**src/hdl/tsq_pkg.sv**
```systemverilog
`timescale 1ns / 1ps

package tsq_pkg;

  localparam int ChannelW   = 2;
  localparam int IndexW     = 4;
  localparam int ByteW      = 8;
  localparam int TempW      = 16;
  localparam int CauseW     = 3;
  localparam int CountW     = 8;
  localparam int StepW      = 11;
  localparam int CfgIndexW  = 2;
  localparam int CfgDataW   = 16;
  localparam int DecW       = 12;

  typedef enum logic [CauseW-1:0] {
    CAUSE_NONE     = 3'd0,
    CAUSE_MARKER   = 3'd1,
    CAUSE_CRC      = 3'd2,
    CAUSE_RANGE    = 3'd3,
    CAUSE_POWER_ON = 3'd4
  } cause_t;

  typedef enum logic [CfgIndexW-1:0] {
    CFG_MAX_STEP     = 2'd0,
    CFG_FAIL_LIMIT   = 2'd1,
    CFG_ERROR_MARKER = 2'd2,
    CFG_UNUSED       = 2'd3
  } cfg_index_t;

  localparam logic [IndexW-1:0] BYTE_TEMP_LSB = 4'd0;
  localparam logic [IndexW-1:0] BYTE_TEMP_MSB = 4'd1;
  localparam logic [IndexW-1:0] BYTE_MARKER   = 4'd5;
  localparam logic [IndexW-1:0] BYTE_CRC      = 4'd8;

  localparam logic [ByteW-1:0] MARKER_BYTE   = 8'hFF;
  localparam logic [ByteW-1:0] CRC_POLY      = 8'h18;
  localparam logic [ByteW-1:0] CRC_TOP       = 8'h80;
  localparam logic [4:0]       SIGN_NEG      = 5'h1F;
  localparam logic [4:0]       SIGN_POS      = 5'h00;

  localparam logic signed [DecW-1:0] TEMP_HIGH     = 12'sd1000;
  localparam logic signed [DecW-1:0] TEMP_LOW      = -12'sd550;
  localparam logic signed [DecW-1:0] TEMP_POWER_ON = 12'sd850;

  localparam logic [StepW-1:0]       MAX_STEP_RST     = 11'd20;
  localparam logic [CountW-1:0]      FAIL_LIMIT_RST   = 8'd3;
  localparam logic signed [TempW-1:0] ERROR_MARKER_RST = 16'sh8000;
  localparam logic [CountW-1:0]      COUNT_MAX        = 8'hFF;

endpackage

```
**src/hdl/tsq_in_if.sv**
```systemverilog
`timescale 1ns / 1ps

interface tsq_in_if import tsq_pkg::*; ();
  logic              valid;
  logic              ready;
  logic [ChannelW-1:0] channel;
  logic [IndexW-1:0] byte_index;
  logic [ByteW-1:0]  data;

  modport source (output valid, channel, byte_index, data, input ready);
  modport sink   (input valid, channel, byte_index, data, output ready);
endinterface

```
**src/hdl/tsq_out_if.sv**
```systemverilog
`timescale 1ns / 1ps

interface tsq_out_if import tsq_pkg::*; ();
  logic                    valid;
  logic                    ready;
  logic [ChannelW-1:0]     out_channel;
  logic                    reading_ok;
  logic [CauseW-1:0]       reject_cause;
  logic signed [TempW-1:0] current_temp;
  logic                    sensor_fault;
  logic [CountW-1:0]       fail_count;

  modport source (output valid, out_channel, reading_ok, reject_cause, current_temp,
                  sensor_fault, fail_count, input ready);
  modport sink   (input valid, out_channel, reading_ok, reject_cause, current_temp,
                  sensor_fault, fail_count, output ready);
endinterface

```
**src/hdl/tsq_cfg_if.sv**
```systemverilog
`timescale 1ns / 1ps

interface tsq_cfg_if import tsq_pkg::*; ();
  logic                 valid;
  logic                 ready;
  logic [CfgIndexW-1:0] index;
  logic [CfgDataW-1:0]  wdata;

  modport source (output valid, index, wdata, input ready);
  modport sink   (input valid, index, wdata, output ready);
endinterface

```
**src/hdl/temperature_sample_qualifier.sv**
```systemverilog
`timescale 1ns / 1ps

// Qualifies thermometer scratchpad reads delivered one byte per item (channel, byte index,
// data). Each item is taken into an input register and handled from there when it advances;
// the block accepts one item every clock as long as results are taken, and an item that
// produces a result stalls only while the result register is still full. Byte 0 restarts
// the CRC, byte 8 yields one result for its channel with the accept/reject cause, the
// filtered temperature in tenths of a degree, the fault flag and the failure count. Items
// with a byte index above 8 are dropped, and byte 8 on a channel not below CHANNELS gives
// no result. A result is written to the result register when its byte 8 item leaves the
// input register and is held there until taken. Configuration writes are taken at any time,
// but must only be issued while no item is in flight.

module temperature_sample_qualifier import tsq_pkg::*; #(
  parameter int CHANNELS = 4,
  parameter int WINDOW   = 4
) (
  input  logic      clk,
  input  logic      rst_n,
  tsq_in_if.sink    in_ch,
  tsq_out_if.source out_ch,
  tsq_cfg_if.sink   cfg_ch
);

  localparam int ChIdxW = (CHANNELS > 1) ? $clog2(CHANNELS) : 1;
  localparam int DiffW  = TempW + 1;

  function automatic logic [ByteW-1:0] crc_fold(input logic [ByteW-1:0] crc_in,
                                                input logic [ByteW-1:0] b_in);
    logic [ByteW-1:0] c;
    logic [ByteW-1:0] b;
    c = crc_in;
    b = b_in;
    for (int k = 0; k < ByteW; k++) begin
      if (c[0] ^ b[0]) begin
        c = ((c ^ CRC_POLY) >> 1) | CRC_TOP;
      end else begin
        c = c >> 1;
      end
      b = b >> 1;
    end
    return c;
  endfunction

  // configuration
  logic [StepW-1:0]        max_step_r;
  logic [CountW-1:0]       fail_limit_r;
  logic signed [TempW-1:0] error_marker_r;

  assign cfg_ch.ready = 1'b1;

  always_ff @(posedge clk) begin
    if (!rst_n) begin
      max_step_r     <= MAX_STEP_RST;
      fail_limit_r   <= FAIL_LIMIT_RST;
      error_marker_r <= ERROR_MARKER_RST;
    end else if (cfg_ch.valid) begin
      case (cfg_index_t'(cfg_ch.index))
        CFG_MAX_STEP:     max_step_r     <= cfg_ch.wdata[StepW-1:0];
        CFG_FAIL_LIMIT:   fail_limit_r   <= cfg_ch.wdata[CountW-1:0];
        CFG_ERROR_MARKER: error_marker_r <= $signed(cfg_ch.wdata[TempW-1:0]);
        default: ;
      endcase
    end
  end

  // input register
  logic                s1_valid_r;
  logic [ChannelW-1:0] s1_channel_r;
  logic [IndexW-1:0]   s1_index_r;
  logic [ByteW-1:0]    s1_data_r;
  logic                s1_adv;
  logic                s1_result;
  logic                ch_ok;
  logic [ChIdxW-1:0]   ch_idx;

  // result register
  logic                    out_valid_r;
  logic [ChannelW-1:0]     out_channel_r;
  cause_t                  out_cause_r;
  logic signed [TempW-1:0] out_temp_r;
  logic                    out_fault_r;
  logic [CountW-1:0]       out_count_r;

  assign ch_ok     = 32'(s1_channel_r) < CHANNELS;
  assign ch_idx    = ChIdxW'(s1_channel_r);
  assign s1_result = (s1_index_r == BYTE_CRC) && ch_ok;
  assign s1_adv    = s1_valid_r && (!s1_result || !out_valid_r || out_ch.ready);
  assign in_ch.ready = !s1_valid_r || s1_adv;

  always_ff @(posedge clk) begin
    if (!rst_n) begin
      s1_valid_r <= 1'b0;
    end else if (in_ch.ready) begin
      s1_valid_r <= in_ch.valid;
    end
  end

  always_ff @(posedge clk) begin
    if (in_ch.ready && in_ch.valid) begin
      s1_channel_r <= in_ch.channel;
      s1_index_r   <= in_ch.byte_index;
      s1_data_r    <= in_ch.data;
    end
  end

  // scratchpad state
  logic [ByteW-1:0] crc_r;
  logic [ByteW-1:0] low_byte_r;
  logic [ByteW-1:0] high_byte_r;
  logic             marker_good_r;
  logic [ByteW-1:0] crc_nxt;
  logic             byte_in_range;

  assign byte_in_range = s1_index_r <= BYTE_CRC;
  assign crc_nxt = crc_fold((s1_index_r == BYTE_TEMP_LSB) ? '0 : crc_r, s1_data_r);

  always_ff @(posedge clk) begin
    if (!rst_n) begin
      crc_r         <= '0;
      marker_good_r <= 1'b0;
    end else if (s1_adv && byte_in_range) begin
      crc_r <= crc_nxt;
      if (s1_index_r == BYTE_MARKER) begin
        marker_good_r <= (s1_data_r == MARKER_BYTE);
      end
    end
  end

  always_ff @(posedge clk) begin
    if (s1_adv && s1_index_r == BYTE_TEMP_LSB) begin
      low_byte_r <= s1_data_r;
    end
    if (s1_adv && s1_index_r == BYTE_TEMP_MSB) begin
      high_byte_r <= s1_data_r;
    end
  end

  // decode to tenths: half degrees times five
  logic [ByteW-1:0]         half_deg;
  logic [4:0]               sign_part;
  logic [ByteW-1:0]         neg_mag;
  logic [DecW-2:0]          pos5;
  logic [DecW-2:0]          neg5;
  logic signed [DecW-1:0]   dec_temp;
  logic signed [TempW-1:0]  dec_temp16;
  cause_t                   cause;

  assign half_deg  = {high_byte_r[2:0], low_byte_r[7:3]};
  assign sign_part = high_byte_r[7:3];
  assign neg_mag   = ~half_deg + 8'd1;
  assign pos5      = {1'b0, half_deg, 2'b00} + {3'b000, half_deg};
  assign neg5      = {1'b0, neg_mag, 2'b00} + {3'b000, neg_mag};

  always_comb begin
    if (sign_part == SIGN_POS) begin
      dec_temp = $signed({1'b0, pos5});
    end else if (sign_part == SIGN_NEG) begin
      dec_temp = -$signed({1'b0, neg5});
    end else begin
      dec_temp = '0;
    end
  end

  assign dec_temp16 = TempW'(dec_temp);

  always_comb begin
    if (!marker_good_r) begin
      cause = CAUSE_MARKER;
    end else if (crc_nxt != '0) begin
      cause = CAUSE_CRC;
    end else if (dec_temp >= TEMP_HIGH || dec_temp < TEMP_LOW) begin
      cause = CAUSE_RANGE;
    end else if (dec_temp == TEMP_POWER_ON) begin
      cause = CAUSE_POWER_ON;
    end else begin
      cause = CAUSE_NONE;
    end
  end

  // per-channel state
  logic signed [TempW-1:0] win_r [CHANNELS][WINDOW];
  logic signed [TempW-1:0] last_temp_r [CHANNELS];
  logic [CountW-1:0]       fail_cnt_r [CHANNELS];
  logic                    fault_r [CHANNELS];

  logic signed [TempW-1:0] win_nxt [WINDOW];
  logic [WINDOW-2:0]       pair_spike;
  logic                    is_marker;
  logic                    win_write;
  logic signed [TempW-1:0] temp_nxt;
  logic [CountW-1:0]       cnt_inc;
  logic [CountW-1:0]       cnt_nxt;
  logic                    fault_nxt;
  logic signed [DiffW-1:0] step_pos;

  assign is_marker = (dec_temp16 == error_marker_r);
  assign step_pos  = $signed({{(DiffW-StepW){1'b0}}, max_step_r});

  always_comb begin
    for (int i = 0; i < WINDOW - 1; i++) begin
      win_nxt[i] = win_r[ch_idx][i + 1];
    end
    win_nxt[WINDOW-1] = dec_temp16;
  end

  always_comb begin
    logic signed [DiffW-1:0] d;
    for (int i = 1; i < WINDOW; i++) begin
      d = DiffW'(win_nxt[i]) - DiffW'(win_nxt[i-1]);
      pair_spike[i-1] = (win_nxt[i] != error_marker_r) && (win_nxt[i-1] != error_marker_r) &&
                        ((d > step_pos) || (d < -step_pos));
    end
  end

  assign cnt_inc = (fail_cnt_r[ch_idx] == COUNT_MAX) ? COUNT_MAX
                                                     : fail_cnt_r[ch_idx] + 8'd1;

  always_comb begin
    win_write = 1'b0;
    temp_nxt  = last_temp_r[ch_idx];
    cnt_nxt   = cnt_inc;
    fault_nxt = fault_r[ch_idx];
    if (cause == CAUSE_NONE) begin
      cnt_nxt   = '0;
      fault_nxt = 1'b0;
      if (is_marker) begin
        temp_nxt = dec_temp16;
      end else begin
        win_write = 1'b1;
        if (pair_spike == '0) begin
          temp_nxt = dec_temp16;
        end
      end
    end else if (cnt_inc > fail_limit_r) begin
      temp_nxt  = error_marker_r;
      fault_nxt = 1'b1;
      cnt_nxt   = fail_limit_r;
    end
  end

  always_ff @(posedge clk) begin
    if (!rst_n) begin
      for (int c = 0; c < CHANNELS; c++) begin
        for (int i = 0; i < WINDOW; i++) begin
          win_r[c][i] <= ERROR_MARKER_RST;
        end
        last_temp_r[c] <= '0;
        fail_cnt_r[c]  <= '0;
        fault_r[c]     <= 1'b0;
      end
    end else if (s1_adv && s1_result) begin
      if (win_write) begin
        for (int i = 0; i < WINDOW; i++) begin
          win_r[ch_idx][i] <= win_nxt[i];
        end
      end
      last_temp_r[ch_idx] <= temp_nxt;
      fail_cnt_r[ch_idx]  <= cnt_nxt;
      fault_r[ch_idx]     <= fault_nxt;
    end
  end

  // result register
  always_ff @(posedge clk) begin
    if (!rst_n) begin
      out_valid_r <= 1'b0;
    end else if (s1_adv && s1_result) begin
      out_valid_r <= 1'b1;
    end else if (out_ch.ready) begin
      out_valid_r <= 1'b0;
    end
  end

  always_ff @(posedge clk) begin
    if (s1_adv && s1_result) begin
      out_channel_r <= s1_channel_r;
      out_cause_r   <= cause;
      out_temp_r    <= temp_nxt;
      out_fault_r   <= fault_nxt;
      out_count_r   <= cnt_nxt;
    end
  end

  assign out_ch.valid        = out_valid_r;
  assign out_ch.out_channel  = out_channel_r;
  assign out_ch.reading_ok   = (out_cause_r == CAUSE_NONE);
  assign out_ch.reject_cause = out_cause_r;
  assign out_ch.current_temp = out_temp_r;
  assign out_ch.sensor_fault = out_fault_r;
  assign out_ch.fail_count   = out_count_r;

  // checks
  a_ok_clears_count: assert property (@(posedge clk) disable iff (!rst_n)
    out_valid_r && out_cause_r == CAUSE_NONE |-> out_count_r == '0 && !out_fault_r)
    else $error("accepted read left a failure count or fault flag");

  a_stall_holds_item: assert property (@(posedge clk) disable iff (!rst_n)
    s1_valid_r && s1_result && out_valid_r && !out_ch.ready
      |=> s1_valid_r && $stable(s1_index_r) && $stable(s1_channel_r) && $stable(s1_data_r))
    else $error("result item overran a full result register");

  a_ready_when_empty: assert property (@(posedge clk) disable iff (!rst_n)
    !s1_valid_r |-> in_ch.ready)
    else $error("input stalled with an empty input register");

  a_fault_sets_marker: assert property (@(posedge clk) disable iff (!rst_n)
    s1_adv && s1_result && cause != CAUSE_NONE && cnt_inc > fail_limit_r
      |=> out_valid_r && out_fault_r && out_temp_r == $past(error_marker_r))
    else $error("fault did not push the error marker");

endmodule
```
**src/flat_wrapper.sv**
```systemverilog
// flat-port wrapper written by rule: the top's interface ports become plain ports
module temperature_sample_qualifier_flat import tsq_pkg::*;
#(
  parameter int CHANNELS = 4,
  parameter int WINDOW   = 4
)
  (clk, rst_n, in_ch_valid, in_ch_channel, in_ch_byte_index, in_ch_data, in_ch_ready, out_ch_valid, out_ch_out_channel, out_ch_reading_ok, out_ch_reject_cause, out_ch_current_temp, out_ch_sensor_fault, out_ch_fail_count, out_ch_ready, cfg_ch_valid, cfg_ch_index, cfg_ch_wdata, cfg_ch_ready);
  tsq_in_if in_ch_i ();
  tsq_out_if out_ch_i ();
  tsq_cfg_if cfg_ch_i ();
  input  logic clk;
  input  logic rst_n;
  input wire logic [$bits(in_ch_i.valid)-1:0] in_ch_valid;
  input wire logic [$bits(in_ch_i.channel)-1:0] in_ch_channel;
  input wire logic [$bits(in_ch_i.byte_index)-1:0] in_ch_byte_index;
  input wire logic [$bits(in_ch_i.data)-1:0] in_ch_data;
  output wire logic [$bits(in_ch_i.ready)-1:0] in_ch_ready;
  output wire logic [$bits(out_ch_i.valid)-1:0] out_ch_valid;
  output wire logic [$bits(out_ch_i.out_channel)-1:0] out_ch_out_channel;
  output wire logic [$bits(out_ch_i.reading_ok)-1:0] out_ch_reading_ok;
  output wire logic [$bits(out_ch_i.reject_cause)-1:0] out_ch_reject_cause;
  output wire logic [$bits(out_ch_i.current_temp)-1:0] out_ch_current_temp;
  output wire logic [$bits(out_ch_i.sensor_fault)-1:0] out_ch_sensor_fault;
  output wire logic [$bits(out_ch_i.fail_count)-1:0] out_ch_fail_count;
  input wire logic [$bits(out_ch_i.ready)-1:0] out_ch_ready;
  input wire logic [$bits(cfg_ch_i.valid)-1:0] cfg_ch_valid;
  input wire logic [$bits(cfg_ch_i.index)-1:0] cfg_ch_index;
  input wire logic [$bits(cfg_ch_i.wdata)-1:0] cfg_ch_wdata;
  output wire logic [$bits(cfg_ch_i.ready)-1:0] cfg_ch_ready;
  assign in_ch_i.valid = in_ch_valid;
  assign in_ch_i.channel = in_ch_channel;
  assign in_ch_i.byte_index = in_ch_byte_index;
  assign in_ch_i.data = in_ch_data;
  assign in_ch_ready = in_ch_i.ready;
  assign out_ch_valid = out_ch_i.valid;
  assign out_ch_out_channel = out_ch_i.out_channel;
  assign out_ch_reading_ok = out_ch_i.reading_ok;
  assign out_ch_reject_cause = out_ch_i.reject_cause;
  assign out_ch_current_temp = out_ch_i.current_temp;
  assign out_ch_sensor_fault = out_ch_i.sensor_fault;
  assign out_ch_fail_count = out_ch_i.fail_count;
  assign out_ch_i.ready = out_ch_ready;
  assign cfg_ch_i.valid = cfg_ch_valid;
  assign cfg_ch_i.index = cfg_ch_index;
  assign cfg_ch_i.wdata = cfg_ch_wdata;
  assign cfg_ch_ready = cfg_ch_i.ready;
  temperature_sample_qualifier #(.CHANNELS(CHANNELS), .WINDOW(WINDOW)) u_core (.clk(clk), .rst_n(rst_n), .in_ch(in_ch_i), .out_ch(out_ch_i), .cfg_ch(cfg_ch_i));
endmodule
```
**config.mk**
```make
export PLATFORM = sky130hd
export DESIGN_NAME = temperature_sample_qualifier_flat
export DESIGN_NICKNAME = d
export VERILOG_FILES = /design/src/hdl/tsq_pkg.sv /design/src/hdl/tsq_in_if.sv /design/src/hdl/tsq_out_if.sv /design/src/hdl/tsq_cfg_if.sv /design/src/hdl/temperature_sample_qualifier.sv /design/src/flat_wrapper.sv
export SDC_FILE = /design/constraint.sdc
export NUM_CORES = 1
export LEC_CHECK = 0
export ABC_AREA = 0
export BUFFER_PORTS_ARGS = -buffer_cell sky130_fd_sc_hd__buf_2
export CAP_MARGIN = 20
export CORE_UTILIZATION = 45
export DETAILED_ROUTE_END_ITERATION = 8
export GPL_TIMING_DRIVEN = 0
export SLEW_MARGIN = 25
export SYNTH_ARGS = -nofsm -noshare
export SYNTH_HDL_FRONTEND = slang
export SYNTH_SLANG_ARGS = --single-unit
```
**constraint.sdc**
```tcl
create_clock -name clk -period 18.75 [get_ports clk]
set_input_delay 0 -clock clk [delete_from_list [all_inputs] [get_ports clk]]
set_output_delay 0 -clock clk [all_outputs]
set_load 0.01 [all_outputs]
```
**After elaboration in Yosys (flattened, before gate mapping)**

Memories as Yosys holds them, arrays and structs flattened. A register that Yosys moved wholly into a read port is not among the register bits.
Cells that the tools add are included.

- Register bits after elaboration: 106
- RAM bits: 356
- Bits of input ports: 37
- Output and inout bits: 34
- Word-level logic and storage cells: 161
- Memories kept: 4

- Add/subtract/negate cells: 9
- Order comparisons: 10
- Eq/ne operators: 14
- Muxes and demuxes: 52
- Bitwise gates (word level): 17
- Reduce and logical (&&, ||, !) cells: 38

Memories:

| memory | depth | width | read ports | clocked after memory_dff | write ports | line | RTL |
|---|---|---|---|---|---|---|---|
| u_core.win_r | 4 | 64 | 1 | 1 | 4 | temperature_sample_qualifier.sv:182 | `logic signed [TempW-1:0] win_r [CHANNELS][WINDOW];` |
| u_core.last_temp_r | 4 | 16 | 1 | 1 | 4 | temperature_sample_qualifier.sv:183 | `logic signed [TempW-1:0] last_temp_r [CHANNELS];` |
| u_core.fail_cnt_r | 4 | 8 | 1 | 1 | 4 | temperature_sample_qualifier.sv:184 | `logic [CountW-1:0] fail_cnt_r [CHANNELS];` |
| u_core.fault_r | 4 | 1 | 1 | 1 | 4 | temperature_sample_qualifier.sv:185 | `logic fault_r [CHANNELS];` |

Operators by type and width:

| cell | count |
|---|---|
| 8-bit 2-to-1 mux | 13 |
| 16-bit 2-to-1 mux | 5 |
| 64-bit 2-to-1 mux | 1 |
| 64-bit OR reduction | 1 |
| 17-bit by 12-bit greater-than comparator with 1-bit output | 3 |
| 17-bit less-than comparator | 3 |
| 16-bit != test | 3 |
| 16-bit by 16-bit subtractor with 17-bit output | 2 |
| 12-bit 2-to-1 mux | 2 |
| 10-bit by 8-bit adder with 11-bit output | 2 |
| 1-bit 2-to-1 mux | 19 |
| 11-bit negator with 17-bit output | 1 |
| 12-bit by 16-bit subtractor with 17-bit output | 1 |
| 8-bit by 1-bit adder with 8-bit output, second input constant | 2 |
| 12-bit by 16-bit equality test with 1-bit output | 1 |
| 8-bit equality test, second input constant | 2 |
| 2-bit 2-to-1 mux | 8 |
| 12-bit by 16-bit != test with 1-bit output | 1 |
| 2-bit inverter | 8 |
| 16-bit OR reduction | 1 |
| 12-bit by 11-bit equality test with 1-bit output, second input constant | 1 |
| 12-bit by 11-bit >= comparator with 1-bit output, second input constant | 1 |
| 1-bit logical AND | 12 |
| 12-bit by 11-bit less-than comparator with 1-bit output, second input constant | 1 |
| 23 further kinds | 46 |

**Logic depth before layout (Yosys ltp)**

- Depth after elaboration: 29
- Mapped depth: 38

**Least setup slack after synthesis**

OpenSTA, ideal clock, no wires.

- Kind: reg-to-reg
- Start: reg u_core.low_byte_r[3]
- End: mem u_core.last_temp_r[0][11] (data pin)
- Library setup time: 0.256 ns
- Data arrival time: 6.664 ns
- Slack: 11.830 ns
- Stages on the path, launching flop included: 34
- Buffers on the path: 4
- Cells stage by stage: edfxtp_1 > buf_4 > inv_1 > ha_1 > nand2b_1 > nor4_1 > xnor2_1 > inv_1 > ha_1 > ha_1 > o211ai_1 > nand2_1 > a31oi_1 > a2111oi_0 > a211o_1 > buf_1 > ha_1 > and3_1 > and3_1 > a211oi_1 > nand2_1 > a21oi_1 > xnor2_1 > ha_1 > a2111o_1 > or3_1 > o21ai_0 > nand2_1 > o2111ai_1 > or2_4 > nand2b_1 > buf_2 > buf_4 > o211a_1

RTL lines:

| item | line | RTL |
|---|---|---|
| start, declared | temperature_sample_qualifier.sv:109 | `logic [ByteW-1:0] low_byte_r;` |
| start signal, assigned | temperature_sample_qualifier.sv:132 | `low_byte_r <= s1_data_r;` |
| end, declared | temperature_sample_qualifier.sv:183 |  |

**Final worst setup path**

- Start: reg u_core.low_byte_r[4]
- End: reg u_core.out_temp_r[12], in the netlist u_core.out_ch.current_temp[12] (data pin)

- Longest elaborated chain between the ends: 14
- Elaborated cells on any way between the ends: 28

Ends and longest elaborated chain:

| item | line | RTL |
|---|---|---|
| 8-bit inverter | temperature_sample_qualifier.sv:151 | `assign neg_mag = ~half_deg + 8'd1;` |
| 8-bit by 1-bit adder with 8-bit output | temperature_sample_qualifier.sv:151 |  |
| 10-bit by 8-bit adder with 11-bit output | temperature_sample_qualifier.sv:153 | `assign neg5 = {1'b0, neg_mag, 2'b00} + {3'b000, neg_mag};` |
| 11-bit negator with 12-bit output | temperature_sample_qualifier.sv:159 | `dec_temp = -$signed({1'b0, neg5});` |
| 12-bit 2-to-1 mux | temperature_sample_qualifier.sv:158 | `end else if (sign_part == SIGN_NEG) begin` |
| 12-bit 2-to-1 mux (*) | temperature_sample_qualifier.sv:156 | `if (sign_part == SIGN_POS) begin` |
| 12-bit by 16-bit subtractor with 17-bit output | temperature_sample_qualifier.sv:210 | `d = DiffW'(win_nxt[i]) - DiffW'(win_nxt[i-1]);` |
| 17-bit by 12-bit greater-than comparator with 1-bit output or 17-bit less-than comparator (tied branches) | temperature_sample_qualifier.sv:212 | `((d > step_pos) \|\| (d < -step_pos));` |
| 1-bit logical OR | temperature_sample_qualifier.sv:212 |  |
| 1-bit logical AND | temperature_sample_qualifier.sv:211 | `pair_spike[i-1] = (win_nxt[i] != error_marker_r) && (win_nxt[i-1] != error_marker_r) &&` |
| 3-bit logical NOT | temperature_sample_qualifier.sv:231 | `if (pair_spike == '0) begin` |
| 16-bit 2-to-1 mux | temperature_sample_qualifier.sv:231 |  |
| 16-bit 2-to-1 mux | temperature_sample_qualifier.sv:227 | `if (is_marker) begin` |
| 16-bit 2-to-1 mux (*) | temperature_sample_qualifier.sv:224 | `if (cause == CAUSE_NONE) begin` |
| via u_core.temp_nxt[12] | temperature_sample_qualifier.sv:191 | `logic signed [TempW-1:0] temp_nxt;` |
| end signal, assigned | temperature_sample_qualifier.sv:279 | `out_temp_r <= temp_nxt;` |
| end, declared | temperature_sample_qualifier.sv:81 | `logic signed [TempW-1:0] out_temp_r;` |

The timed path passes the listed nets; every way through them passes the cells marked *.
A chain may end at the register's enable or synchronous reset.

==> impl_metrics.prom <==
# TYPE chip_impl_metric gauge
chip_impl_metric{name="cts.path.max_buffers",unit=""} 3
chip_impl_metric{name="power_density_cells",unit="nW/um2"} 90.96
chip_impl_metric{name="clock_skew",unit="ns"} 0.02803
chip_impl_info{name="r2r-end",value="u_core.out_ch.current_temp[12]"} 1
chip_impl_info{name="rsz0062_at_grt",value="no"} 1
chip_impl_info{name="hold_class",value="primary input to flop"} 1
chip_impl_metric{name="power_spent_charging_and_discharging_nets",unit="uW"} 679.2
chip_impl_metric{name="gpl.final_weighted_congestion",unit=""} 0.8999
chip_impl_metric{name="vdd_drop_max",unit="uV"} 74.34
chip_impl_metric{name="placed_area",unit="um2"} 23650
chip_impl_metric{name="insertedDiodeCount",unit=""} 0
chip_impl_metric{name="grt_start_max_net_pins",unit=""} 40
chip_impl_metric{name="power.share.switching",unit="%"} 29.37
chip_impl_metric{name="p_comb_share",unit="%"} 24.1
chip_impl_metric{name="synth-async-reset-ratio",unit="%"} 0
chip_impl_info{name="synth_largest_area_cell",value="sky130_fd_sc_hd__edfxtp_1"} 1
chip_impl_info{name="cts_tree",value="yes"} 1
chip_impl_metric{name="cap_violations",unit=""} 0
chip_impl_metric{name="dr.first_iter.drc_count",unit=""} 1392
chip_impl_metric{name="synthDistinctLibCells",unit=""} 97
chip_impl_info{name="critical-path-top-cell-by-count",value="sky130_fd_sc_hd__ha_1"} 1
chip_impl_info{name="ys_dominant_reg_cell",value="sky130_fd_sc_hd__edfxtp_1"} 1
chip_impl_metric{name="floorplan.rows",unit=""} 81
chip_impl_info{name="status",value="completed"} 1
chip_impl_metric{name="r2r_cells",unit=""} 31
chip_impl_info{name="synth_area_leaders",value="sky130_fd_sc_hd__edfxtp_1 42%, sky130_fd_sc_hd__ha_1 8.4%, sky130_fd_sc_hd__dfxtp_1 4.6%"} 1
chip_impl_info{name="crit_type",value="flop to flop"} 1
chip_impl_info{name="cp-start-kind",value="flop"} 1
chip_impl_metric{name="p_leak",unit="uW"} 0.009959
chip_impl_info{name="endpoint_kind",value="flop"} 1
chip_impl_info{name="list_of_most_frequent_post_synthesis_cells",value="310 x sky130_fd_sc_hd__edfxtp_1, 271 x sky130_fd_sc_hd__nor2_1, 151 x sky130_fd_sc_hd__ha_1, 144 x sky130_fd_sc_hd__nand2_1, 110 x sky130_fd_sc_hd__inv_1"} 1
chip_impl_metric{name="cts_max_level",unit=""} 2
chip_impl_info{name="slowest_stage",value="sky130_fd_sc_hd__buf_1"} 1
chip_impl_metric{name="clock_latency_reported_for_the_late_side_of_the_worst_skew_pair",unit="ns"} 0.57
chip_impl_metric{name="route.detailed.wl_per_inst",unit="um"} 23.10
chip_impl_metric{name="placedCellCount",unit=""} 2804
chip_impl_info{name="yosys.cell_count.top_type",value="sky130_fd_sc_hd__edfxtp_1"} 1
chip_impl_metric{name="synth-edff-count",unit=""} 310
chip_impl_metric{name="timing.critical_path.slowest_cell_delay",unit="ns"} 0.61
chip_impl_metric{name="ys_ff_latch",unit=""} 361
chip_impl_metric{name="routed-via-count",unit=""} 16886
chip_impl_metric{name="fin_crit_sh",unit="%"} 48.34
chip_impl_metric{name="cts-buffers-inserted",unit=""} 40
chip_impl_metric{name="dp_hpwl",unit="um"} 49530
chip_impl_metric{name="grt-ovfl-total",unit=""} 0
chip_impl_metric{name="worst_ep_arrival_time",unit="ns"} 9.48
chip_impl_metric{name="finalMaxSlewViolations",unit=""} 0
chip_impl_metric{name="layout-drive-gt1-share",unit="%"} 13.50
chip_impl_metric{name="final_antenna_net_count",unit=""} 0
chip_impl_metric{name="power.sequential.fraction",unit="%"} 39.6
chip_impl_metric{name="io_pins",unit=""} 71
chip_impl_metric{name="portBuffers",unit=""} 69
chip_impl_metric{name="initial_antenna_violation_count",unit=""} 0
chip_impl_info{name="crit_reg_reg_startpoint",value="u_core.low_byte_r[4]"} 1
chip_impl_info{name="hold_path_end",value="u_core.max_step_r[6]"} 1
chip_impl_metric{name="yosysWarnings",unit=""} 0
chip_impl_metric{name="hold_buffers",unit=""} 38
chip_impl_metric{name="worst_slew_margin_rel",unit="%"} 27.19
chip_impl_metric{name="drc_errors",unit=""} 0
chip_impl_metric{name="multi_input_logic_area",unit="um2"} 11120
chip_impl_metric{name="ys_seq_area_share",unit="%"} 46.18
chip_impl_metric{name="tightest_slew",unit="ns"} 1.082
chip_impl_metric{name="clock.fmax",unit="GHz"} 0.1103
chip_impl_metric{name="grt_first_pass_wirelength",unit="um"} 101400
chip_impl_metric{name="critPathMaxFanout",unit=""} 10
chip_impl_metric{name="mappedNetlistArea",unit="um2"} 22370
chip_impl_metric{name="synth.avg_cell_area",unit="um2"} 10.83
chip_impl_metric{name="path_clk_slew",unit="ns"} 0.06
chip_impl_metric{name="total_clock_sinks",unit=""} 361
chip_impl_metric{name="synthToLayoutAreaGrowth",unit="%"} 13.68
chip_impl_metric{name="viasPerCell",unit=""} 5.791
chip_impl_metric{name="layoutNonFillerInstCount",unit=""} 2916
chip_impl_metric{name="layout.area.seq",unit="um2"} 10330
chip_impl_metric{name="finalHoldViolCount",unit=""} 0
chip_impl_metric{name="die-height",unit="um"} 224.9
chip_impl_metric{name="initial_core_util",unit="%"} 45.69
chip_impl_info{name="min_from",value="rst_n"} 1
chip_impl_metric{name="cts_resized",unit=""} 0
chip_impl_metric{name="dieArea",unit="um2"} 50600
chip_impl_metric{name="setup_violations",unit=""} 0
chip_impl_metric{name="fin_setup_tns",unit="ns"} 0
chip_impl_metric{name="final_net_count",unit=""} 2412
chip_impl_metric{name="first_global_vias",unit=""} 16647
chip_impl_metric{name="syn_nets",unit=""} 2258
chip_impl_metric{name="finish.instance_area",unit="um2"} 25430
chip_impl_metric{name="p_clk_share",unit="%"} 36.3
chip_impl_metric{name="whs_path_depth",unit=""} 3
chip_impl_metric{name="synthesized_netlist_cell_count",unit=""} 2066
chip_impl_metric{name="core_area",unit="um2"} 48950
chip_impl_metric{name="grt_usage",unit="%"} 27.05
chip_impl_metric{name="cellInternalPower",unit="uW"} 1634
chip_impl_info{name="cts_root_buf",value="sky130_fd_sc_hd__clkbuf_16"} 1
chip_impl_metric{name="regToRegSetupSlack",unit="ns"} 9.69
chip_impl_metric{name="data_required_time_at_the_worst_endpoint",unit="ns"} 19.17
chip_impl_metric{name="yosys.area.top_type_share",unit="%"} 41.62
chip_impl_metric{name="postCtsSetupRepairBufs",unit=""} 0
chip_impl_metric{name="fill_cells",unit=""} 4347
chip_impl_metric{name="drt-pass1-iter-count",unit=""} 5
chip_impl_metric{name="chipWidth",unit="um"} 224.9
chip_impl_metric{name="period_needed",unit="ns"} 9.063
chip_impl_metric{name="finalWirelength",unit="um"} 67370
==> worst max-delay path, delay by kind of cell, from the launching register on <==
kind            cells  cell delay, ns
compound gates     11            3.16
xor+xnor            2            0.38
fa+ha+maj           5            1.60
buf+inv             4            1.34
flops               1            0.53
simple gates        9            1.92
==> kinds of logic after synthesis <==
family                     after synthesis  share of synthesized area (%)
AOI/OAI and AO/OA                      373                          12.79
buffers and inverters                  217                          4.313
adders and majority gates              155                          8.805
other                                    1                        0.01677
xor gates and xnor gates               125                          5.023
and+or+nand+nor                        713                          15.16
DFF                                    361                          46.18
muxes                                  121                          7.709
==> flip-flops by register name, indices dropped and copies added, names as in the netlist, named ones only <==
signal                      flops
u_core.low_byte_r               5
u_core.last_temp_r             64
u_core.max_step_r              11
u_core.fail_cnt_r              32
u_core.marker_good_r            1
u_core.out_ch.reject_cause      3
u_core.out_ch.sensor_fault      1
u_core.out_ch.current_temp     16
u_core.out_ch.valid             1
u_core.out_ch.fail_count        8
u_core.s1_data_r                8
u_core.high_byte_r              8
u_core.fail_limit_r             8
u_core.s1_index_r               4
u_core.error_marker_r          16
u_core.win_r                  156
u_core.fault_r                  4
u_core.crc_r                    8
u_core.out_ch.out_channel       2
u_core.ch_idx                   2
u_core.s1_valid_r               1
==> final cells by class <==
type / instances / area share, %
Inverter: 115 / 1.708
Multi-Input combinational cell: 1488 / 43.75
Timing Repair Buffer: 112 / 3.080
Clock buffer: 53 / 4.335
Buffer: 102 / 2.091
Clock inverter: 21 / 1.147
Sequential cell: 361 / 40.63
Tap cell: 664 / 3.267
==> how the worst max path moves through the flow <==
stage,to,slack (ns),cells past startpoint,startpoint
3_5_place_dp,u_core.out_ch.current_temp[12],9.92,32,u_core.low_byte_r[3]
5_1_grt,u_core.out_ch.current_temp[15],9.30,31,u_core.low_byte_r[4]
3_3_place_gp,u_core.out_ch.current_temp[12],10.01,32,u_core.low_byte_r[3]
2_1_floorplan,u_core.last_temp_r[0][11],11.83,33,u_core.low_byte_r[3]
4_1_cts,u_core.out_ch.current_temp[12],9.87,32,u_core.low_byte_r[3]
6_report,u_core.out_ch.current_temp[12],9.69,31,u_core.low_byte_r[4]
==> power groups by stage <==
stage | clock [uW] | sequential, uW | combinational (uW)
after floorplan | 0 | 926 | 396
after global placement | 0 | 932 | 532
after detailed placement | 0 | 932 | 544
after CTS | 850 | 916 | 554
after global routing | 881 | 918 | 616
final | 840 | 916 | 557
==> cell usage in the layout (no fill, tap or decap), types with 28 or more instances in the layout <==
cell type and count:
sky130_fd_sc_hd__edfxtp_1 310, sky130_fd_sc_hd__nor2_1 271, sky130_fd_sc_hd__ha_1 151, sky130_fd_sc_hd__nand2_1 136
sky130_fd_sc_hd__inv_1 110, sky130_fd_sc_hd__buf_2 94, sky130_fd_sc_hd__xnor2_1 87, sky130_fd_sc_hd__clkbuf_1 60
sky130_fd_sc_hd__a21oi_1 55, sky130_fd_sc_hd__mux2i_1 53, sky130_fd_sc_hd__o21ai_0 53, sky130_fd_sc_hd__dfxtp_1 51
sky130_fd_sc_hd__nor3_1 50, sky130_fd_sc_hd__clkbuf_16 42, sky130_fd_sc_hd__and2_1 39, sky130_fd_sc_hd__nor2b_1 38
sky130_fd_sc_hd__mux4_2 38, sky130_fd_sc_hd__dlygate4sd3_1 38, sky130_fd_sc_hd__nand3_1 37, sky130_fd_sc_hd__xor2_1 35
sky130_fd_sc_hd__a211oi_1 28, sky130_fd_sc_hd__a21boi_0 28
==> per-layer routing <==
layer,vias up,share of wire (%),GRT usage [%]
met3,131,6.9,4.850
met4,0,4.2,11.59
met1,8276,42,35.79
li1,7900,-,-
met2,579,47,43.55
met5,-,0,0
==> metrics by stage <==
| stage | worst slack (ns) | power, uW | utilization [%] | hold WS (ns) |
|---|---|---|---|---|
| final | 9.687 | 2313 | 51.94 | 0.04363 |
| after global routing | 9.300 | 2415 | 51.94 | 0.07150 |
| after CTS | 9.867 | 2319 | 51.93 | 0.01893 |
| after detailed placement | 9.916 | 1476 | 48.31 | 0.1791 |
| after global placement | 10.01 | 1465 | 48.09 | 0.1773 |
| after floorplan | 11.83 | 1323 | - | 0.09887 |
(Power assumes the default switching activity.)
